### src/sv/dtlp_pkg.sv
package dtlp_pkg;

  localparam int ByteW = 8;

  localparam logic [ByteW-1:0] ChLt    = 8'h3C;
  localparam logic [ByteW-1:0] ChGt    = 8'h3E;
  localparam logic [ByteW-1:0] ChSlash = 8'h2F;
  localparam logic [ByteW-1:0] ChP     = 8'h50;
  localparam logic [ByteW-1:0] ChB     = 8'h42;
  localparam logic [ByteW-1:0] ChI     = 8'h49;
  localparam logic [ByteW-1:0] ChNl    = 8'h0A;
  localparam logic [ByteW-1:0] CaseGap = 8'h20;

  typedef enum logic [4:0] {
    S_OPEN_P_LT  = 5'd0,
    S_OPEN_P_CH  = 5'd1,
    S_OPEN_P_GT  = 5'd2,
    S_OPEN_B_LT  = 5'd3,
    S_OPEN_B_CH  = 5'd4,
    S_OPEN_B_GT  = 5'd5,
    S_WORD       = 5'd6,
    S_CLOSE_B_SL = 5'd7,
    S_CLOSE_B_CH = 5'd8,
    S_CLOSE_B_GT = 5'd9,
    S_OPEN_I_LT  = 5'd10,
    S_OPEN_I_CH  = 5'd11,
    S_OPEN_I_GT  = 5'd12,
    S_TYPE       = 5'd13,
    S_CLOSE_I_SL = 5'd14,
    S_CLOSE_I_CH = 5'd15,
    S_CLOSE_I_GT = 5'd16,
    S_PREDEF     = 5'd17,
    S_DEF        = 5'd18,
    S_WAIT       = 5'd19
  } parse_state_t;

  // decode result handed from the decoder to the output stage
  typedef struct packed {
    logic             emit;
    logic [ByteW-1:0] char_val;
  } dtlp_result_t;

  function automatic logic is_letter(input logic [ByteW-1:0] c);
    return ((c >= 8'h41) && (c <= 8'h5A)) || ((c >= 8'h61) && (c <= 8'h7A));
  endfunction

endpackage

### src/sv/dtlp_decode.sv
module dtlp_decode (
  input  dtlp_pkg::parse_state_t         state,
  input  logic [dtlp_pkg::ByteW-1:0]     byte_val,
  output dtlp_pkg::parse_state_t         state_next,
  output dtlp_pkg::dtlp_result_t         result
);

  // expect one exact byte, else drop to the wait state
  function automatic dtlp_pkg::parse_state_t expect_byte(
    input logic [dtlp_pkg::ByteW-1:0] c,
    input logic [dtlp_pkg::ByteW-1:0] want,
    input dtlp_pkg::parse_state_t     nxt
  );
    return (c == want) ? nxt : dtlp_pkg::S_WAIT;
  endfunction

  // tag opener awaited: skip all but '<' and '>'
  function automatic dtlp_pkg::parse_state_t await_open(
    input logic [dtlp_pkg::ByteW-1:0] c,
    input dtlp_pkg::parse_state_t     self,
    input dtlp_pkg::parse_state_t     nxt
  );
    dtlp_pkg::parse_state_t r;
    r = self;
    if (c == dtlp_pkg::ChLt) r = nxt;
    else if (c == dtlp_pkg::ChGt) r = dtlp_pkg::S_WAIT;
    return r;
  endfunction

  always_comb begin
    state_next      = dtlp_pkg::S_WAIT;
    result.emit     = 1'b0;
    result.char_val = byte_val;
    unique case (state)
      dtlp_pkg::S_OPEN_P_LT:
        state_next = await_open(byte_val, dtlp_pkg::S_OPEN_P_LT, dtlp_pkg::S_OPEN_P_CH);
      dtlp_pkg::S_OPEN_P_CH:
        state_next = expect_byte(byte_val, dtlp_pkg::ChP, dtlp_pkg::S_OPEN_P_GT);
      dtlp_pkg::S_OPEN_P_GT:
        state_next = expect_byte(byte_val, dtlp_pkg::ChGt, dtlp_pkg::S_OPEN_B_LT);
      dtlp_pkg::S_OPEN_B_LT:
        state_next = await_open(byte_val, dtlp_pkg::S_OPEN_B_LT, dtlp_pkg::S_OPEN_B_CH);
      dtlp_pkg::S_OPEN_B_CH:
        state_next = expect_byte(byte_val, dtlp_pkg::ChB, dtlp_pkg::S_OPEN_B_GT);
      dtlp_pkg::S_OPEN_B_GT:
        state_next = expect_byte(byte_val, dtlp_pkg::ChGt, dtlp_pkg::S_WORD);
      dtlp_pkg::S_WORD: begin
        if (dtlp_pkg::is_letter(byte_val)) begin
          result.emit     = 1'b1;
          result.char_val = (byte_val <= 8'h5A) ? (byte_val + dtlp_pkg::CaseGap) : byte_val;
          state_next      = dtlp_pkg::S_WORD;
        end else if (byte_val == dtlp_pkg::ChLt) begin
          result.emit     = 1'b1;
          result.char_val = dtlp_pkg::ChNl;
          state_next      = dtlp_pkg::S_CLOSE_B_SL;
        end
      end
      dtlp_pkg::S_CLOSE_B_SL:
        state_next = expect_byte(byte_val, dtlp_pkg::ChSlash, dtlp_pkg::S_CLOSE_B_CH);
      dtlp_pkg::S_CLOSE_B_CH:
        state_next = expect_byte(byte_val, dtlp_pkg::ChB, dtlp_pkg::S_CLOSE_B_GT);
      dtlp_pkg::S_CLOSE_B_GT:
        state_next = expect_byte(byte_val, dtlp_pkg::ChGt, dtlp_pkg::S_OPEN_I_LT);
      dtlp_pkg::S_OPEN_I_LT:
        state_next = await_open(byte_val, dtlp_pkg::S_OPEN_I_LT, dtlp_pkg::S_OPEN_I_CH);
      dtlp_pkg::S_OPEN_I_CH:
        state_next = expect_byte(byte_val, dtlp_pkg::ChI, dtlp_pkg::S_OPEN_I_GT);
      dtlp_pkg::S_OPEN_I_GT:
        state_next = expect_byte(byte_val, dtlp_pkg::ChGt, dtlp_pkg::S_TYPE);
      dtlp_pkg::S_TYPE: begin
        result.emit = 1'b1;
        if (byte_val == dtlp_pkg::ChLt) begin
          result.char_val = dtlp_pkg::ChNl;
          state_next      = dtlp_pkg::S_CLOSE_I_SL;
        end else begin
          state_next = dtlp_pkg::S_TYPE;
        end
      end
      dtlp_pkg::S_CLOSE_I_SL:
        state_next = expect_byte(byte_val, dtlp_pkg::ChSlash, dtlp_pkg::S_CLOSE_I_CH);
      dtlp_pkg::S_CLOSE_I_CH:
        state_next = expect_byte(byte_val, dtlp_pkg::ChI, dtlp_pkg::S_CLOSE_I_GT);
      dtlp_pkg::S_CLOSE_I_GT:
        state_next = expect_byte(byte_val, dtlp_pkg::ChGt, dtlp_pkg::S_PREDEF);
      dtlp_pkg::S_PREDEF: begin
        if (dtlp_pkg::is_letter(byte_val)) begin
          result.emit = 1'b1;
          state_next  = dtlp_pkg::S_DEF;
        end else begin
          state_next = dtlp_pkg::S_PREDEF;
        end
      end
      dtlp_pkg::S_DEF: begin
        result.emit = 1'b1;
        if (byte_val == dtlp_pkg::ChLt) begin
          result.char_val = dtlp_pkg::ChNl;
          state_next      = dtlp_pkg::S_WAIT;
        end else begin
          state_next = dtlp_pkg::S_DEF;
        end
      end
      // wait state, and any code that is not a state, leave only on newline
      default:
        state_next = (byte_val == dtlp_pkg::ChNl) ? dtlp_pkg::S_OPEN_P_LT : dtlp_pkg::S_WAIT;
    endcase
  end

endmodule

### src/sv/dtlp_out_stage.sv
module dtlp_out_stage (
  input  logic                       clk,
  input  logic                       rst,
  input  logic                       load,
  input  logic [dtlp_pkg::ByteW-1:0] load_char,
  output logic                       free,
  output logic                       out_valid,
  input  logic                       out_ready,
  output logic [dtlp_pkg::ByteW-1:0] out_char
);

  // room for a new item when empty or being drained this cycle
  assign free = !out_valid || out_ready;

  always_ff @(posedge clk) begin
    if (rst) begin
      out_valid <= 1'b0;
    end else if (load) begin
      out_valid <= 1'b1;
    end else if (out_ready) begin
      out_valid <= 1'b0;
    end
  end

  always_ff @(posedge clk) begin
    if (load) begin
      out_char <= load_char;
    end
  end

endmodule

### src/sv/dictionary_tag_line_parser.sv
// Dictionary tag line parser: takes one text byte per item and walks lines of
// the form <P><B>word</B><I>type</I>definition<, giving zero or one output
// item per input byte: the word lowercased, the type and the definition raw,
// each ended by a newline. A mismatch makes the block skip bytes until a
// newline restarts the line. One item is accepted every cycle unless in_ready
// drops; a result passes through the input register, then the result
// register. The only stall comes from the result register: when it holds an
// item that is not taken and the byte in the input register would give
// another, in_ready drops until the result is taken.
module dictionary_tag_line_parser (
  input  logic                       clk,
  input  logic                       rst,
  input  logic                       in_valid,
  output logic                       in_ready,
  input  logic [dtlp_pkg::ByteW-1:0] in_byte,
  output logic                       out_valid,
  input  logic                       out_ready,
  output logic [dtlp_pkg::ByteW-1:0] out_char
);

  // input register
  logic                       s1_valid;
  logic [dtlp_pkg::ByteW-1:0] s1_byte;

  // parser state
  dtlp_pkg::parse_state_t state;
  dtlp_pkg::parse_state_t state_next;

  dtlp_pkg::dtlp_result_t result;
  logic                   out_free;
  logic                   s1_adv;

  // byte in the input register moves on unless its result has nowhere to go
  assign s1_adv   = s1_valid && (!result.emit || out_free);
  assign in_ready = !s1_valid || s1_adv;

  always_ff @(posedge clk) begin
    if (rst) begin
      s1_valid <= 1'b0;
    end else if (in_ready) begin
      s1_valid <= in_valid;
    end
  end

  always_ff @(posedge clk) begin
    if (in_ready && in_valid) begin
      s1_byte <= in_byte;
    end
  end

  // state advances once per consumed byte
  always_ff @(posedge clk) begin
    if (rst) begin
      state <= dtlp_pkg::S_OPEN_P_LT;
    end else if (s1_adv) begin
      state <= state_next;
    end
  end

  dtlp_decode u_decode (
    .state      (state),
    .byte_val   (s1_byte),
    .state_next (state_next),
    .result     (result)
  );

  dtlp_out_stage u_out (
    .clk       (clk),
    .rst       (rst),
    .load      (s1_adv && result.emit),
    .load_char (result.char_val),
    .free      (out_free),
    .out_valid (out_valid),
    .out_ready (out_ready),
    .out_char  (out_char)
  );

  // reset puts the parser back at the start of a line
  a_reset_state: assert property (@(posedge clk)
    rst |=> (state == dtlp_pkg::S_OPEN_P_LT))
    else $error("parser not at line start after reset");

  // state only moves when a byte is consumed
  a_state_hold: assert property (@(posedge clk) disable iff (rst)
    !s1_adv |=> $stable(state))
    else $error("parser state moved without a consumed byte");

  // a word result is a lowercase letter or the closing newline
  a_word_char: assert property (@(posedge clk) disable iff (rst)
    (s1_adv && result.emit && (state == dtlp_pkg::S_WORD)) |=>
      (((out_char >= 8'h61) && (out_char <= 8'h7A)) || (out_char == dtlp_pkg::ChNl)))
    else $error("word result is not lowercase letter or newline");

  // back-pressure only when both registers are occupied
  a_stall_cause: assert property (@(posedge clk) disable iff (rst)
    !in_ready |-> (s1_valid && out_valid && !out_ready))
    else $error("input stalled without a full output register");

endmodule
### config.mk
export PLATFORM = sky130hd
export DESIGN_NAME = dictionary_tag_line_parser
export DESIGN_NICKNAME = d
export VERILOG_FILES = /design/src/sv/dtlp_pkg.sv /design/src/sv/dtlp_decode.sv /design/src/sv/dtlp_out_stage.sv /design/src/sv/dictionary_tag_line_parser.sv
export SDC_FILE = /design/constraint.sdc
export NUM_CORES = 1
export LEC_CHECK = 0
export ABC_AREA = 0
export BUFFER_PORTS_ARGS = -buffer_cell sky130_fd_sc_hd__buf_4
export CORE_UTILIZATION = 34
export CTS_BUF_LIST = sky130_fd_sc_hd__clkbuf_8
export DETAILED_ROUTE_END_ITERATION = 6
export PLACE_DENSITY = 0.65
export SETUP_SLACK_MARGIN = 0.1
export SLEW_MARGIN = 20
export SYNTH_ARGS = -nofsm -noshare
export SYNTH_HDL_FRONTEND = slang
export SYNTH_HIERARCHICAL = 1
export SYNTH_SLANG_ARGS = --single-unit
### constraint.sdc
create_clock -name clk -period 2.6 [get_ports clk]
set_input_delay 0 -clock clk [delete_from_list [all_inputs] [get_ports clk]]
set_output_delay 0 -clock clk [all_outputs]
set_load 0.01 [all_outputs]
==> summary.txt, run 1 <==
FF+latch area -> 621 µm²
final slew viol count -> 0
# rows -> 25
final core occ -> 0.455
grt total ovfl -> 0
Overall Global Routing Usage -> 0.160
Avg Synthesized Cell Area -> 9.28 µm²
Gate Count Post-Synth -> 184
FILL cells -> 455
Post-synth top cells -> 18 x nand2b_1, 16 x edfxtp_1, 13 x nor2_1
Area Overhead vs Synth -> 27.5%
outcome -> completed
Setup violations, final -> 0
critical-path cell list -> ha_2, nand2b_1, a21oi_1, o41ai_4, o31ai_1, a311o_1, a31oi_2, buf_6
Syn Nets -> 197
R2R setup slack -> 180 ps
crit path from -> s1_byte[5]
clock transition at the registers of the reported paths -> 80 ps
Yosys cell types -> 60
count leader, synth -> nand2b_1
CP Class -> reg2reg
die height -> 72.9 µm
Seq/Total Area, Yosys -> 0.363
Tcrit/Tclk final -> 0.931
global-route wire length before repair -> 6690 µm
worst setup path endpoint -> s1_byte[0]
Die Width -> 72.9 µm
HPWL after DPL -> 2880 µm
Worst path max stage delay -> 440 ps
Final Power -> 759 µW
largest net degree at the start of global routing -> 21
Port Buf Inserts -> 21
CTS H-tree depth -> 1
root buf cell -> clkbuf_8
final hold slack -> 35.6 ps
relative slew slack -> 0.706
Final Hold Viols -> 0
Max-Cap Viols -> 0
EDFF count, synth -> 16
Worst VDD drop -> 0.281 mV
Fmax achieved -> 413 MHz
skew final -> 2.39 ps
Critical-path top delay cell -> a311o_1
Cell Area, Synth -> 1710 µm²
drt total wl -> 4040 µm
warning count from the yosys run -> 6
Multi-input gate area -> 1020 µm²
Final Instance Count excl. Fillers -> 288
Pleak -> 0.773 nW
unrepaired setup endpoints after global routing -> false
initial antenna violation count -> 0
Clock Path Buffers -> 2
Iter 0 DRT Violations -> 182
Cells after DPL -> 269
share of layout cells above drive strength 1 -> 0.253
WL per Instance -> 14.0 µm
Routed Antenna Nets -> 0
Post-Route Setup TNS -> 0 ps
RD Place Congestion -> 0.920
reg2reg end -> s1_byte[0]
total CTS buffers -> 3
prevailing post-synth register cell -> edfxtp_1
CTS tree -> yes
Worst Path Required -> 2580 ps
io pins -> 22
power density cells -> 349 nW/µm²
crit end category -> register
# clock sinks -> 23
Initial Util -> 0.357
final net count -> 235
Inserted Diodes -> 0
clock latency on the worst-skew pair -> 260 ps
TritonRoute pass-1 iters -> 4
Via-to-Cell Ratio -> 5.47
worst r2r path cells -> 8
Critical Path AT -> 2400 ps
Worst Path Max Fanout -> 8
Yosys top cell by area -> edfxtp_1
asr flop ratio synth -> 0
RR Startpoint -> s1_byte[5]
Die ar. -> 5310 µm²
core area -> 4790 µm²
DRC Markers -> 0
vias in the first global route -> 1362
FF+latch count, synth -> 23
crit path time final -> 2420 ps
top-area cell type share of the netlist area -> 0.281
Hold Path Class -> in2reg
nature of the critical path startpoint -> register
vias post-DR -> 1574
top cells by area, synth -> edfxtp_1 28%, dfxtp_1 8.2%, nand2b_1 6.6%, a21oi_1 2.9%, mux2i_1 2.9%
Slew @ Worst Pin -> 438 ps
-- through the flow --
step / instance area, µm² / setup WS, ps
finish: 2180 / 181
global placement: 1980 / 176
floorplan: 1710 / 149
detailed placement: 1980 / 130
global route: 2180 / 90.9
CTS: 2130 / 125
-- state kept, by name, summed over array words and instances (netlist names) --
register and flops:
u_out/out_valid 1, s1_valid 1, s1_byte 8, state 5, u_out/out_char 8
-- area by class of cell --
| class | count | area share |
|---|---|---|
| well taps | 67 | 0.0385 |
| repair buffers | 48 | 0.179 |
| inverters | 6 | 0.0103 |
| clock buffers | 3 | 0.0190 |
| clock inverters | 1 | 0.00230 |
| multi-input cells | 140 | 0.466 |
| flip-flops and latches | 23 | 0.285 |
-- placed cells by master, fill, tap and decap left out, types with 6 or more instances in the layout --
| cell | n |
|---|---|
| nor3_1 | 6 |
| a21oi_1 | 10 |
| nor2_1 | 13 |
| buf_4 | 37 |
| nand3_1 | 6 |
| nand2b_1 | 18 |
| dfxtp_1 | 7 |
| dlygate4sd3_1 | 10 |
| edfxtp_1 | 16 |
-- how the worst min path moves through the flow --
stage,from,endpoint,slack (ps),depth (start not counted)
after floorplan,rst,u_out/out_valid,60,1
after global placement,in_byte[0],s1_byte[0],180,1
after detailed placement,in_byte[0],s1_byte[0],180,1
after CTS,out_ready,u_out/out_valid,20,3
after global routing,out_ready,u_out/out_valid,30,3
final,out_ready,u_out/out_valid,40,3
-- report_power, final --
group / leakage (nW) / switching (mW) / internal [mW] / total (mW)
Clock: 0.0255 / 0.113 / 0.107 / 0.220
Combinational: 0.541 / 0.0537 / 0.0668 / 0.120
Sequential: 0.207 / 0.0142 / 0.405 / 0.419
-- cell families after synthesis --
| group | synth area share |
|---|---|
| AND/OR/NAND/NOR | 0.311 |
| XOR/XNOR | 0.0256 |
| multiplexers | 0.0359 |
| AO/OA/AOI/OAI | 0.208 |
| flip-flops | 0.363 |
| buffers and inverters | 0.0491 |
| adder cells (fa/ha/maj) | 0.00732 |
-- what timing repair did --
action / 4_1_cts / 5_1_grt
resized for setup: 0 / 3
endpoints found under the hold margin: 10 / 0
setup buffers: 0 / 5
endpoints found under the setup margin: 0 / 23
hold buffers: 10 / 0
-- per-layer routing --
layer  global-route usage  vias up  wire (µm)
met5                    0        -          0
met4               0.0436        0         44
met3               0.0193        4        240
met2                0.235       58       1860
met1                0.247      734       1900
li1                     -      778          -
-- worst max-delay path, delay by kind of cell (launching register included) --
kind	cells	cell delay [ps]
AO/OA/AOI/OAI	5	1280
adder cells (fa/ha/maj)	1	220
buffers and inverters	1	160
flip-flops	1	420
AND/OR/NAND/NOR	1	70
Power figures use the tool's default switching activity.
==> inputs of run 2 (changes only) <==
RECOVER_POWER = 50   (was unset)
==> summary.txt, run 2 (synthesized netlist as in run 1, its figures left out) <==
Worst VDD drop -> 0.297 mV (was 0.281 mV)
Tcrit/Tclk final -> 0.926 (was 0.931)
DRC Markers -> 0 (unchanged)
crit path from -> s1_byte[5] (unchanged)
reg2reg end -> s1_byte[0] (unchanged)
Critical Path AT -> 2390 ps (was 2400 ps)
initial antenna violation count -> 0 (unchanged)
Hold Path Class -> in2reg (unchanged)
drt total wl -> 4060 µm (was 4040 µm)
Worst Path Required -> 2580 ps (about the same)
Fmax achieved -> 415 MHz (was 413 MHz)
crit end category -> register (unchanged)
# clock sinks -> 23 (unchanged)
Post-Route Setup TNS -> 0 ps (unchanged)
relative slew slack -> 0.601 (was 0.706)
Iter 0 DRT Violations -> 124 (was 182)
io pins -> 22 (unchanged)
final slew viol count -> 0 (unchanged)
global-route wire length before repair -> 6690 µm (unchanged)
total CTS buffers -> 3 (unchanged)
RR Startpoint -> s1_byte[5] (unchanged)
outcome -> completed (unchanged)
post-route cell area -> 2130 µm² (was 2180 µm²)
CTS tree -> yes (unchanged)
Overall Global Routing Usage -> 0.160 (unchanged)
vias in the first global route -> 1362 (unchanged)
root buf cell -> clkbuf_8 (unchanged)
DP Area -> 1980 µm² (unchanged)
Top Registers -> s1_byte (8), u_out/out_char (8), state (5) (unchanged)
# rows -> 25 (unchanged)
vias post-DR -> 1571 (was 1574)
worst r2r path cells -> 8 (unchanged)
Slew @ Worst Pin -> 590 ps (was 438 ps)
clock latency on the worst-skew pair -> 260 ps (about the same)
Inserted Diodes -> 0 (unchanged)
skew final -> 1.97 ps (was 2.39 ps)
Max-Cap Viols -> 0 (unchanged)
Port Buf Inserts -> 21 (unchanged)
Final Hold Viols -> 0 (unchanged)
Die Width -> 72.9 µm (unchanged)
Initial Util -> 0.357 (unchanged)
Area Overhead vs Synth -> 24.5% (was 27.5%)
R2R setup slack -> 190 ps (was 180 ps)
Setup violations, final -> 0 (unchanged)
WL per Instance -> 14.1 µm (was 14.0 µm)
Die ar. -> 5310 µm² (unchanged)
crit path time final -> 2410 ps (was 2420 ps)
final net count -> 235 (unchanged)
RD Place Congestion -> 0.920 (unchanged)
largest net degree at the start of global routing -> 21 (unchanged)
Worst Path Max Fanout -> 8 (unchanged)
CTS H-tree depth -> 1 (unchanged)
grt total ovfl -> 0 (unchanged)
unrepaired setup endpoints after global routing -> false (unchanged)
TritonRoute pass-1 iters -> 4 (unchanged)
commonest non-fill, non-tap cell in the layout -> nand2b_1 (was buf_4)
Clock Path Buffers -> 2 (unchanged)
core area -> 4790 µm² (unchanged)
share of layout cells above drive strength 1 -> 0.195 (was 0.253)
CP Class -> reg2reg (unchanged)
most frequent cells in the layout -> 18 x nand2b_1, 17 x buf_4, 16 x edfxtp_1, 13 x nor2_1, 12 x clkbuf_1 (was 37 x buf_4, 18 x nand2b_1, 16 x edfxtp_1, 13 x nor2_1)
die height -> 72.9 µm (unchanged)
worst setup path endpoint -> s1_byte[0] (unchanged)
power density cells -> 355 nW/µm² (was 349 nW/µm²)
nature of the critical path startpoint -> register (unchanged)
HPWL after DPL -> 2880 µm (unchanged)
Routed Antenna Nets -> 0 (unchanged)
Via-to-Cell Ratio -> 5.45 (was 5.47)
Pleak -> 0.727 nW (was 0.773 nW)
clock transition at the registers of the reported paths -> 80 ps (about the same)
==> run 2: worst min-delay path by stage <==
stage	from	to	slack, ps	depth (start not counted)
global route	out_ready	u_out/out_valid	30	3
floorplan	rst	u_out/out_valid	60	1
detailed placement	in_byte[0]	s1_byte[0]	180	1
CTS	out_ready	u_out/out_valid	20	3
finish	out_ready	u_out/out_valid	40	3
global placement	in_byte[0]	s1_byte[0]	180	1
==> run 2: per-layer routing <==
layer | vias to the layer above | global-route usage | share of wire
li1 | 781 | - | -
met2 | 60 | 0.235 | 0.45
met5 | - | 0 | 0
met4 | 0 | 0.0436 | 0.011
met3 | 4 | 0.0193 | 0.058
met1 | 726 | 0.247 | 0.48
==> run 2: worst max-delay path, stage by stage (launching register included) <==
cell	delay (ps)
edfxtp_1	430
ha_2	220
nand2b_1	60
a21oi_1	90
o41ai_4	400
o31ai_1	110
a311o_1	440
a31oi_2	230
buf_6	160
==> run 2: report_power, final <==
| part | internal, mW | switching (mW) |
|---|---|---|
| Clock | 0.107 | 0.113 |
| Sequential | 0.405 | 0.0143 |
| Combinational | 0.0629 | 0.0535 |
| Total | 0.574 | 0.181 |
==> run 2: layout make-up <==
class	count	area [µm²]
Tap cell	67	83.8
Clock inverter	1	5.00
Clock buffer	3	41.3
Multi-Input combinational cell	140	1010
Sequential cell	23	621
Timing Repair Buffer	48	344
Inverter	6	22.5
Fill cell	463	2660
==> run 2: stage by stage <==
| stage | setup WS, ps | std cells | power, mW | util | hold WS [ps] |
|---|---|---|---|---|---|
| floorplan | 149 | 184 | 0.488 | - | 62.4 |
| global placement | 176 | 269 | 0.523 | 0.415 | 178 |
| detailed placement | 130 | 269 | 0.524 | 0.415 | 179 |
| CTS | 125 | 283 | 0.757 | 0.445 | 22.5 |
| global route | 90.9 | 288 | 0.791 | 0.444 | 32.8 |
| finish | 192 | 288 | 0.755 | 0.444 | 36.6 |
==> run 2: what timing repair did <==
item | 4_1_cts | 5_1_grt
hold buffers | 10 | 0
gates resized for setup | 0 | 3
setup buffers | 0 | 5
endpoints found under the setup margin | 0 | 23
hold endpoints to repair | 10 | 0
==> inputs of run 3 (changes only) <==
CORE_ASPECT_RATIO = 0.9   (was unset)
==> summary.txt, run 3 (synthesized netlist as in run 1, its figures left out) <==
RD Place Congestion -> 0.877 (was 0.920)
total CTS buffers -> 3 (unchanged)
crit path time final -> 2370 ps (was 2410 ps)
Die ar. -> 5310 µm² (about the same)
Iter 0 DRT Violations -> 180 (was 124)
final net count -> 234 (was 235)
R2R setup slack -> 230 ps (was 190 ps)
Psw -> 192 µW (was 181 µW)
met2 usage -> 0.259 (was 0.235)
internal power -> 576 µW (was 574 µW)
unrepaired setup endpoints after global routing -> true (was false)
Tcrit/Tclk final -> 0.911 (was 0.926)
vias in the first global route -> 1469 (was 1362)
DRC Markers -> 0 (unchanged)
met1 usage -> 0.241 (was 0.247)
Cells after DPL -> 265 (was 269)
Logic pwr share -> 0.148 (was 0.154)
M3 GR Usage -> 0.0303 (was 0.0193)
Area Overhead vs Synth -> 24.0% (was 24.5%)
Final Hold Viols -> 0 (unchanged)
share of layout cells above drive strength 1 -> 0.205 (was 0.195)
Setup violations, final -> 0 (unchanged)
# rows -> 24 (was 25)
most frequent cells in the layout -> 18 x nand2b_1, 18 x buf_4, 16 x edfxtp_1, 13 x nor2_1, 12 x clkbuf_1 (was 18 x nand2b_1, 17 x buf_4, 16 x edfxtp_1, 13 x nor2_1, 12 x clkbuf_1)
Clock power frac -> 0.300 (was 0.291)
drt total wl -> 4350 µm (was 4060 µm)
grt total ovfl -> 0 (unchanged)
root buf cell -> clkbuf_8 (unchanged)
io pins -> 22 (unchanged)
Top Registers -> s1_byte (8), u_out/out_char (8), state (5) (unchanged)
clock transition at the registers of the reported paths -> 80 ps (about the same)
Worst VDD drop -> 0.287 mV (was 0.297 mV)
die height -> 69.2 µm (was 72.9 µm)
sequential power share -> 0.551 (was 0.555)
global-route wire length before repair -> 7150 µm (was 6690 µm)
Worst Path Max Fanout -> 8 (unchanged)
CP Class -> reg2reg (unchanged)
Pleak -> 0.725 nW (was 0.727 nW)
Slew @ Worst Pin -> 556 ps (was 590 ps)
switching portion of total power -> 0.250 (was 0.239)
nature of the critical path startpoint -> register (unchanged)
Max-Cap Viols -> 0 (unchanged)
Post-Route Setup TNS -> 0 ps (unchanged)
final slew viol count -> 0 (unchanged)
Worst Path Required -> 2800 ps (was 2580 ps)
relative slew slack -> 0.624 (was 0.601)
Final Instance Count excl. Fillers -> 285 (was 288)
core area -> 4830 µm² (was 4790 µm²)
Via-to-Cell Ratio -> 5.66 (was 5.45)
Die Width -> 76.7 µm (was 72.9 µm)
CTS tree -> yes (unchanged)
WL per Instance -> 15.3 µm (was 14.1 µm)
vias post-DR -> 1613 (was 1571)
HPWL after DPL -> 3030 µm (was 2880 µm)
GRT busiest layer -> met2 (was met1)
TritonRoute pass-1 iters -> 5 (was 4)
Overall Global Routing Usage -> 0.169 (was 0.160)
outcome -> completed (unchanged)
# clock sinks -> 23 (unchanged)
Hold Path Class -> in2reg (unchanged)
Routed Antenna Nets -> 0 (unchanged)
CTS H-tree depth -> 1 (unchanged)
Fmax achieved -> 422 MHz (was 415 MHz)
Port Buf Inserts -> 21 (unchanged)
clock latency on the worst-skew pair -> 270 ps (was 260 ps)
final hold slack -> 21.3 ps (was 36.6 ps)
Final Power -> 768 µW (was 755 µW)
Inserted Diodes -> 0 (unchanged)
power density cells -> 362 nW/µm² (was 355 nW/µm²)
post-route cell area -> 2120 µm² (was 2130 µm²)
largest net degree at the start of global routing -> 21 (unchanged)
Clock Path Buffers -> 2 (unchanged)
crit end category -> register (unchanged)
Initial Util -> 0.353 (was 0.357)
Critical Path AT -> 2570 ps (was 2390 ps)
skew final -> 1.03 ps (was 1.97 ps)
initial antenna violation count -> 0 (unchanged)
DP Area -> 1970 µm² (was 1980 µm²)
-- run 3: changes by cell type in the layout (fill, tap and decap cells not counted) --
cell,change
a21oi_1,-1
a21oi_2,+1
and3_2,+1
and3_4,-1
buf_4,+1
clkbuf_4,-1
clkinv_2,-1
dlygate4sd3_1,-1
inv_4,+1
or2_1,-1
or2_4,+1
-- run 3: worst paths after layout --
kind,cells past startpoint,startpoint,end
worst max-delay path,9,s1_byte[6],state[3]
worst min-delay path,3,out_ready,u_out/out_valid
worst max register to register,9,s1_byte[6],state[3]
worst min register to register,2,u_out/out_valid,u_out/out_valid
-- run 3: what timing repair did --
action | in CTS | in global routing
endpoints found under the setup margin | 0 | 23
buffers inserted | 0 | 7
gates resized for setup | 0 | 4
hold buffers | 9 | 0
endpoints found under the hold margin | 10 | 0
-- run 3: routing by layer --
| layer | vias to the layer above | wire length (µm) |
|---|---|---|
| li1 | 777 | - |
| met1 | 744 | 1980 |
| met2 | 84 | 1960 |
| met3 | 8 | 339 |
| met4 | 0 | 66 |
| met5 | - | 0 |
-- run 3: stage by stage --
stage	setup WS, ps	utilization
after floorplan	149	-
after global routing	27.3	0.438
final	233	0.438
after CTS	148	0.435
after detailed placement	173	0.407
after global placement	264	0.407
-- run 3: power by group through the flow --
stage / registers [mW] / logic [mW] / clock network [mW]
floorplan: 0.425 / 0.0626 / 0
global placement: 0.436 / 0.0823 / 0
detailed placement: 0.437 / 0.0831 / 0
CTS: 0.429 / 0.0940 / 0.236
global route: 0.425 / 0.123 / 0.248
finish: 0.423 / 0.114 / 0.231
-- run 3: area by class of cell --
cell class                      instances  area [µm²]
Timing Repair Buffer                   47         334
Fill cell                             472        2720
Tap cell                               65        81.3
Sequential cell                        23         621
Multi-Input combinational cell        140        1010
Inverter                                6        22.5
Clock inverter                          1        6.26
Clock buffer                            3        41.3
-- run 3: worst max-delay path, stage by stage (launching register included) --
cell and delay [ps]:
edfxtp_1 500, ha_2 230, nand2b_1 100, a21oi_2 80, o41ai_4 260, o31ai_1 100
a311o_1 410, buf_6 140, a21boi_4 250, mux2i_1 220
